[src/hdl/sdl_pkg.sv]
// Package with the shared types, constants and helpers of the SDI line deframer.
package sdl_pkg;

  localparam int unsigned ActiveWidthDef = 720;

  localparam int unsigned CfgIdxW  = 3;
  localparam int unsigned CfgDataW = 11;

  localparam logic [CfgIdxW-1:0] RegTotalLines  = 3'd0;
  localparam logic [CfgIdxW-1:0] RegActiveLines = 3'd1;
  localparam logic [CfgIdxW-1:0] RegLineWidth   = 3'd2;
  localparam logic [CfgIdxW-1:0] RegFirstStart  = 3'd3;
  localparam logic [CfgIdxW-1:0] RegSecondStart = 3'd4;
  localparam logic [CfgIdxW-1:0] RegTopFirst    = 3'd5;

  localparam logic [9:0]  TotalLinesRst  = 10'd625;
  localparam logic [9:0]  ActiveLinesRst = 10'd576;
  localparam logic [10:0] LineWidthRst   = 11'd864;
  localparam logic [9:0]  FirstStartRst  = 10'd23;
  localparam logic [9:0]  SecondStartRst = 10'd336;
  localparam logic        TopFirstRst    = 1'b1;

  // Upper 25 bits of a timing word: 0xFF, 0x00, 0x00 and the fixed one bit of XY.
  localparam logic [24:0] SyncTag = {8'hff, 16'h0000, 1'b1};

  localparam int unsigned FBit = 6;
  localparam int unsigned HBit = 4;

  typedef struct packed {
    logic [9:0]  total_lines;
    logic [9:0]  picture_lines;
    logic [10:0] line_width;
    logic [9:0]  first_field_start;
    logic [9:0]  second_field_start;
    logic        top_first;
  } cfg_t;

  typedef struct packed {
    logic        emit;
    logic [31:0] pixel_word;
    logic        pixel_valid;
    logic [9:0]  frame_row;
    logic [8:0]  group_column;
    logic        frame_end;
  } res_t;

  function automatic logic [31:0] unpack_group(input logic [39:0] g);
    unpack_group = {g[9:2], g[19:12], g[29:22], g[39:32]};
  endfunction

endpackage

[src/hdl/sdl_cfg.sv]
// Configuration register file of the SDI line deframer.
module sdl_cfg (
  input  logic                        clk_i,
  input  logic                        rst_ni,
  input  logic                        wr_en_i,
  input  logic [sdl_pkg::CfgIdxW-1:0]  wr_idx_i,
  input  logic [sdl_pkg::CfgDataW-1:0] wr_data_i,
  output sdl_pkg::cfg_t               cfg_o
);
  import sdl_pkg::*;

  cfg_t cfg_q, cfg_d;

  always_comb begin
    cfg_d = cfg_q;
    if (wr_en_i) begin
      unique case (wr_idx_i)
        RegTotalLines:  cfg_d.total_lines        = wr_data_i[9:0];
        RegActiveLines: cfg_d.picture_lines      = wr_data_i[9:0];
        RegLineWidth:   cfg_d.line_width         = wr_data_i[10:0];
        RegFirstStart:  cfg_d.first_field_start  = wr_data_i[9:0];
        RegSecondStart: cfg_d.second_field_start = wr_data_i[9:0];
        RegTopFirst:    cfg_d.top_first          = wr_data_i[0];
        default:        cfg_d = cfg_q;
      endcase
    end
  end

  always_ff @(posedge clk_i or negedge rst_ni) begin
    if (!rst_ni) begin
      cfg_q.total_lines        <= TotalLinesRst;
      cfg_q.picture_lines      <= ActiveLinesRst;
      cfg_q.line_width         <= LineWidthRst;
      cfg_q.first_field_start  <= FirstStartRst;
      cfg_q.second_field_start <= SecondStartRst;
      cfg_q.top_first          <= TopFirstRst;
    end else begin
      cfg_q <= cfg_d;
    end
  end

  assign cfg_o = cfg_q;

endmodule

[src/hdl/sdl_timing.sv]
// Line and field timing tracker: lock state, counters and the result of one group.
module sdl_timing #(
  parameter int unsigned ACTIVE_WIDTH = sdl_pkg::ActiveWidthDef
) (
  input  logic          clk_i,
  input  logic          rst_ni,
  input  logic          step_i,
  input  logic [39:0]   group_i,
  input  logic          discont_i,
  input  sdl_pkg::cfg_t cfg_i,
  output sdl_pkg::res_t res_o
);
  import sdl_pkg::*;

  localparam logic [11:0] AwPlusTwo = 12'(ACTIVE_WIDTH + 2);
  localparam logic [11:0] AwFull    = 12'(ACTIVE_WIDTH);
  localparam logic [10:0] HalfAw    = 11'(ACTIVE_WIDTH / 2);

  logic       line_locked_q, line_locked_d;
  logic       field_locked_q, field_locked_d;
  logic [9:0] line_count_q, line_count_d;
  logic [9:0] group_pos_q, group_pos_d;
  logic       last_fbit_q, last_fbit_d;

  logic [31:0] word;
  logic        is_sync, fbit, hbit;
  logic        line_lock0, field_lock0, proceed;
  logic [9:0]  lc0, lc1, lc_inc, pos;
  logic [10:0] astart, astart_m1, col, pos_p1;
  logic [11:0] lw_diff;
  logic        at_sync, active, line_end, fe;
  logic [8:0]  half_lines;
  logic [11:0] diff1, diff2;
  logic        hit1, hit2;

  always_comb begin
    word    = unpack_group(group_i);
    is_sync = (word[31:7] == SyncTag);
    fbit    = word[FBit];
    hbit    = word[HBit];

    line_lock0  = line_locked_q & ~discont_i;
    field_lock0 = field_locked_q & ~discont_i;
    proceed     = line_lock0 | (is_sync & hbit);

    lc0 = line_lock0 ? line_count_q : '0;
    pos = line_lock0 ? group_pos_q : '0;

    lw_diff = {1'b0, cfg_i.line_width} - AwFull;
    if ({1'b0, cfg_i.line_width} >= AwPlusTwo) begin
      astart = lw_diff[11:1];
    end else begin
      astart = 11'd1;
    end
    astart_m1 = astart - 11'd1;

    at_sync = ({1'b0, pos} == astart_m1);

    field_locked_d = field_lock0;
    last_fbit_d    = last_fbit_q;
    lc1            = lc0;
    if (proceed && at_sync) begin
      if (!field_lock0) begin
        field_locked_d = is_sync & ~fbit & last_fbit_q;
        lc1            = '0;
      end
      last_fbit_d = fbit;
    end

    col    = {1'b0, pos} - astart;
    active = ({1'b0, pos} >= astart) && (col < HalfAw);

    half_lines = cfg_i.picture_lines[9:1];
    diff1 = {2'b00, lc1} - {2'b00, cfg_i.first_field_start} + 12'd1;
    diff2 = {2'b00, lc1} - {2'b00, cfg_i.second_field_start} + 12'd1;
    hit1  = ~diff1[11] && (diff1[10:0] < {2'b00, half_lines});
    hit2  = ~diff2[11] && (diff2[10:0] < {2'b00, half_lines});

    pos_p1   = {1'b0, pos} + 11'd1;
    line_end = (pos_p1 >= {1'b0, cfg_i.line_width[10:1]});
    lc_inc   = lc1 + 10'd1;
    fe       = line_end && (lc_inc == cfg_i.total_lines);

    if (line_end) begin
      group_pos_d  = '0;
      line_count_d = fe ? '0 : lc_inc;
    end else begin
      group_pos_d  = pos_p1[9:0];
      line_count_d = lc1;
    end

    line_locked_d = proceed;

    res_o = '0;
    if (proceed && active && (hit1 || hit2)) begin
      res_o.pixel_valid  = 1'b1;
      res_o.pixel_word   = word;
      res_o.group_column = col[8:0];
      if (hit1) begin
        res_o.frame_row = {diff1[8:0], ~cfg_i.top_first};
      end else begin
        res_o.frame_row = {diff2[8:0], cfg_i.top_first};
      end
    end
    res_o.frame_end = proceed & fe;
    res_o.emit      = res_o.pixel_valid | res_o.frame_end;
  end

  always_ff @(posedge clk_i or negedge rst_ni) begin
    if (!rst_ni) begin
      line_locked_q  <= 1'b0;
      field_locked_q <= 1'b0;
      line_count_q   <= '0;
      group_pos_q    <= '0;
      last_fbit_q    <= 1'b0;
    end else if (step_i) begin
      line_locked_q  <= line_locked_d;
      field_locked_q <= field_locked_d;
      if (proceed) begin
        line_count_q <= line_count_d;
        group_pos_q  <= group_pos_d;
        last_fbit_q  <= last_fbit_d;
      end
    end
  end

endmodule

[src/hdl/sdl_line_deframer_top.sv]
// An accepted word waits in the input stage; its emitted result is then registered.
// Throughput: one 40-bit group per cycle, unless output stalls, in single-pass logic.
// The input stage takes a new word whenever it is empty or passes its word on that cycle.
// Reset is asynchronous and active low; it clears the locks, counters and stage flags
// and loads the configuration registers with their default values.
module sdi_line_deframer_top #(
  parameter int unsigned ACTIVE_WIDTH = sdl_pkg::ActiveWidthDef
) (
  input  logic                        clk_i,
  input  logic                        rst_ni,
  input  logic                        s_axis_tvalid,
  output logic                        s_axis_tready,
  input  logic [39:0]                 s_axis_tdata,  // packed_group
  input  logic [0:0]                  s_axis_tuser,  // discont
  output logic                        m_axis_tvalid,
  input  logic                        m_axis_tready,
  output logic [55:0]                 m_axis_tdata,  // pixel_word, frame_row, group_column
  output logic [0:0]                  m_axis_tuser,  // pixel_valid
  output logic                        m_axis_tlast,  // frame_end
  input  logic                        cfg_valid_i,
  output logic                        cfg_ready_o,
  input  logic [sdl_pkg::CfgIdxW-1:0]  cfg_index_i,
  input  logic [sdl_pkg::CfgDataW-1:0] cfg_data_i
);
  import sdl_pkg::*;

  cfg_t cfg;
  res_t res;

  logic        in_valid_q, in_valid_d;
  logic [39:0] in_group_q;
  logic        in_discont_q;
  logic        out_valid_q, out_valid_d;
  res_t        out_q;
  logic        advance, in_take;

  assign cfg_ready_o = 1'b1;

  sdl_cfg u_cfg (
    .clk_i     (clk_i),
    .rst_ni    (rst_ni),
    .wr_en_i   (cfg_valid_i),
    .wr_idx_i  (cfg_index_i),
    .wr_data_i (cfg_data_i),
    .cfg_o     (cfg)
  );

  sdl_timing #(
    .ACTIVE_WIDTH (ACTIVE_WIDTH)
  ) u_timing (
    .clk_i     (clk_i),
    .rst_ni    (rst_ni),
    .step_i    (advance),
    .group_i   (in_group_q),
    .discont_i (in_discont_q),
    .cfg_i     (cfg),
    .res_o     (res)
  );

  assign advance       = in_valid_q & (~out_valid_q | m_axis_tready);
  assign s_axis_tready = ~in_valid_q | advance;
  assign in_take       = s_axis_tvalid & s_axis_tready;

  always_comb begin
    in_valid_d = in_valid_q;
    if (in_take) begin
      in_valid_d = 1'b1;
    end else if (advance) begin
      in_valid_d = 1'b0;
    end
    out_valid_d = out_valid_q;
    if (advance) begin
      out_valid_d = res.emit;
    end else if (m_axis_tready) begin
      out_valid_d = 1'b0;
    end
  end

  always_ff @(posedge clk_i or negedge rst_ni) begin
    if (!rst_ni) begin
      in_valid_q  <= 1'b0;
      out_valid_q <= 1'b0;
    end else begin
      in_valid_q  <= in_valid_d;
      out_valid_q <= out_valid_d;
    end
  end

  always_ff @(posedge clk_i) begin
    if (in_take) begin
      in_group_q   <= s_axis_tdata;
      in_discont_q <= s_axis_tuser[0];
    end
    if (advance && res.emit) begin
      out_q <= res;
    end
  end

  assign m_axis_tvalid = out_valid_q;
  assign m_axis_tdata  = {5'b00000, out_q.group_column, out_q.frame_row, out_q.pixel_word};
  assign m_axis_tuser  = out_q.pixel_valid;
  assign m_axis_tlast  = out_q.frame_end;

`ifndef SYNTHESIS
  a_only_active_or_end: assert property (@(posedge clk_i) disable iff (!rst_ni)
    out_valid_q |-> (out_q.pixel_valid || out_q.frame_end))
    else $error("result word is neither active video nor frame end");

  a_blank_is_zero: assert property (@(posedge clk_i) disable iff (!rst_ni)
    (out_valid_q && !out_q.pixel_valid) |-> (out_q.pixel_word == '0 &&
      out_q.frame_row == '0 && out_q.group_column == '0))
    else $error("non-active result carries payload");

  a_col_range: assert property (@(posedge clk_i) disable iff (!rst_ni)
    (out_valid_q && out_q.pixel_valid) |->
      ({2'b00, out_q.group_column} < 11'(ACTIVE_WIDTH / 2)))
    else $error("group column beyond active line");

  a_out_from_step: assert property (@(posedge clk_i) disable iff (!rst_ni)
    (out_valid_q && !$past(out_valid_q)) |-> $past(advance))
    else $error("result appeared without a processed word");

  a_empty_ready: assert property (@(posedge clk_i) disable iff (!rst_ni)
    !in_valid_q |-> s_axis_tready)
    else $error("empty input stage refuses a word");
`endif

endmodule
[config.mk]
export PLATFORM = sky130hd
export DESIGN_NAME = sdi_line_deframer_top
export DESIGN_NICKNAME = d
export VERILOG_FILES = /design/src/hdl/sdl_pkg.sv /design/src/hdl/sdl_cfg.sv /design/src/hdl/sdl_timing.sv /design/src/hdl/sdl_line_deframer_top.sv
export SDC_FILE = /design/constraint.sdc
export NUM_CORES = 1
export LEC_CHECK = 0
export BUFFER_PORTS_ARGS = -buffer_cell sky130_fd_sc_hd__buf_2
export CORE_MARGIN = 4
export CORE_UTILIZATION = 60
export DETAILED_ROUTE_END_ITERATION = 8
export GPL_ROUTABILITY_DRIVEN = 0
export GPL_TIMING_DRIVEN = 0
export PLACE_DENSITY = 0.82
export SETUP_SLACK_MARGIN = 0.5
export SYNTH_ARGS = -nofsm -noshare
export SYNTH_HDL_FRONTEND = slang
export SYNTH_HIERARCHICAL = 1
export SYNTH_SLANG_ARGS = --single-unit
[constraint.sdc]
create_clock -name clk_i -period 14.1 [get_ports clk_i]
set_input_delay 0.705 -clock clk_i [delete_from_list [all_inputs] [get_ports clk_i]]
set_output_delay 0.705 -clock clk_i [all_outputs]
set_load 0.01 [all_outputs]
==> flow_summary.json <==
{
  "critical_path_buf_inv_count": 7,
  "antenna_found_initial": 0,
  "grt_pass1_wl_mm": 36.4,
  "dp.final_hpwl_mm": 17.6,
  "critPathLaunchType": "flip-flop",
  "maxSlewHeadroom_pct": 35.2,
  "max_cap_violations": 0,
  "final.setup.tns_ns": 0,
  "cp_top_family": "compound AO/OA/AOI/OAI gates",
  "seqCellArea_sq_um": 4510,
  "synth_area_sq_um": 9950,
  "fin_crit_ns": 10.14,
  "path_max_fanout": 32,
  "intPower_w": 0.000994,
  "grt_setup_unrepaired": "no",
  "worstPathArrival_ns": 10.28,
  "clock_sinks": 162,
  "hold_viol": 0,
  "drt-vias-per-instance": 5.78,
  "power.density_nw_per_um2": 130,
  "grt_max_degree": 40,
  "path_class": "flip-flop to flip-flop",
  "io_pins": 121,
  "dieHeight_um": 137,
  "leakage_nw": 4.73,
  "grt_usage_pct": 25.2,
  "cts_hold_buf": 0,
  "multi_input_area_sq_um": 5010,
  "r2r-start": "u_cfg/cfg_o[26]",
  "fin_nets": 1192,
  "cts_tree": "yes",
  "p_sw_w": 0.000498,
  "grt_overflow": 0,
  "avgSynthCellArea_sq_um": 10.6,
  "port_buffers": 106,
  "synthCells": 935,
  "power_frac_clock_pct": 31.8,
  "cp-end-kind": "flip-flop",
  "required_ns": 14.23,
  "core.rowCount": 46,
  "die_area_sq_um": 18700,
  "drive_above_1_share_pct": 23.0,
  "num-fill-cells": 1135,
  "clk_path_buf_depth": 2,
  "drt_iter0_drc": 504,
  "postCtsSetupBuffers": 0,
  "ir_worst_vdd_v": 0.0000934,
  "status": "finished, final reports clean",
  "dp.cells": 1263,
  "core_sq_um": 16100,
  "drtAntennaViolNets": 0,
  "start_util_pct": 62.0,
  "fmax_ghz": 0.0986,
  "combPwrFrac_pct": 28.4,
  "finalPower_w": 0.00149,
  "worst_pin_slew_ns": 0.971,
  "final_cells": 1296,
  "drt-total-wl_mm": 22.9,
  "crit_start": "u_cfg/cfg_o[26]",
  "setup_viol": 0,
  "maxSlewViolCount": 0,
  "path_clk_slew_ns": 0.07,
  "finalCritPeriodShare_pct": 71.9,
  "h-tree-depth": 4,
  "via_count": 7485,
  "crit_slowest_cell": "nor2b_4",
  "fp.dieW_um": 137,
  "clock_latency_ns": 0.44,
  "max_stage_delay_ns": 0.78,
  "finalClockSkew_ns": 0.0131,
  "hold_path_class": "input pin to async pin",
  "syn_to_final_growth_pct": 15.1,
  "grt_pass1_vias": 7048,
  "cts_buffers": 17,
  "avgRoutedWirePerCell_um": 17.6,
  "drc": 0,
  "cts_resized": 0,
  "seqPwrFrac_pct": 39.9,
  "dr.pass1.iters": 5,
  "yosys_warnings": 6,
  "clock-root-buffer": "clkbuf_16",
  "p_sw_share_pct": 33.4
}
==> registers in the layout, summed over array words and instances, names as in the netlist, 10 cells and up <==
name                   count
u_timing/line_count_q     10
u_cfg/cfg_o               51
u_timing/group_pos_q      10
in_group_q                32
m_axis_tdata              51
==> power by group through the flow <==
stage	Clock [W]	Combinational (W)	Sequential [W]
final	0.000474	0.000423	0.000595
after global routing	0.000504	0.000472	0.000600
after CTS	0.000482	0.000418	0.000593
after detailed placement	0	0.000412	0.000602
after global placement	0	0.000398	0.000599
after floorplan	0	0.000321	0.000583
==> placed cells by master, fill, tap and decap left out, types with 4 or more instances in the layout <==
cell,count
edfxtp_1,86
nand2_1,73
a22o_1,5
buf_2,108
inv_1,71
buf_4,8
nand4_1,8
conb_1,6
xnor2_1,39
nor2b_1,23
nor4b_1,6
ha_1,63
buf_6,4
o21bai_1,4
dfrtp_1,57
dfstp_2,19
clkbuf_1,18
a211oi_1,4
mux2i_1,14
o22ai_1,4
a21oi_1,21
clkinv_8,5
and3_1,11
a21o_1,18
o21a_1,6
nand2b_1,12
or3_1,9
o31ai_1,10
inv_6,5
nor3_1,15
nand3b_1,5
and2_1,57
clkbuf_16,17
xor2_1,28
o21ai_0,44
mux2_2,53
nor2_1,40
nand3_1,18
==> stage by stage <==
step	area (sq um)	hold WS, ns	setup slack, ns	util [%]
after global placement	10800	0.485	1.79	67.1
after detailed placement	10800	0.496	4.09	67.4
final	11500	0.231	3.96	71.3
after global routing	11500	0.267	3.23	71.3
after CTS	11500	0.232	4.05	71.3
after floorplan	9970	0.409	4.44	-
==> per-layer routing <==
metal	vias up	global-route usage, %	routed length (um)
met2	274	40.6	10800
li1	3587	-	-
met4	0	7.15	399
met1	3590	34.4	10000
met5	-	0	0
met3	34	5.77	1590
==> cell type report <==
type | count | share of cell area, %
flip-flops and latches | 162 | 39.4
well taps | 216 | 2.36
diodes | 1 | 0.0218
repair buffers | 108 | 5.07
clock inverters | 15 | 1.73
multi-input cells | 671 | 43.8
inverters | 72 | 2.36
clock buffers | 17 | 3.71
plain buffers | 34 | 1.64
==> final timing paths <==
kind                       slack, ns               end  cells past startpoint
setup reg to reg                3.96  m_axis_tdata[40]                     38
min in group clk_i              0.44    in_group_q[28]                      1
setup / recovery                3.96  m_axis_tdata[40]                     38
hold reg to reg                 0.51   u_cfg/cfg_o[21]                      1
max in group asynchronous      13.24   u_cfg/cfg_o[29]                      2
hold / removal                  0.23   u_cfg/cfg_o[17]                      1
Note: power is estimated with default switching activity, not from simulation.
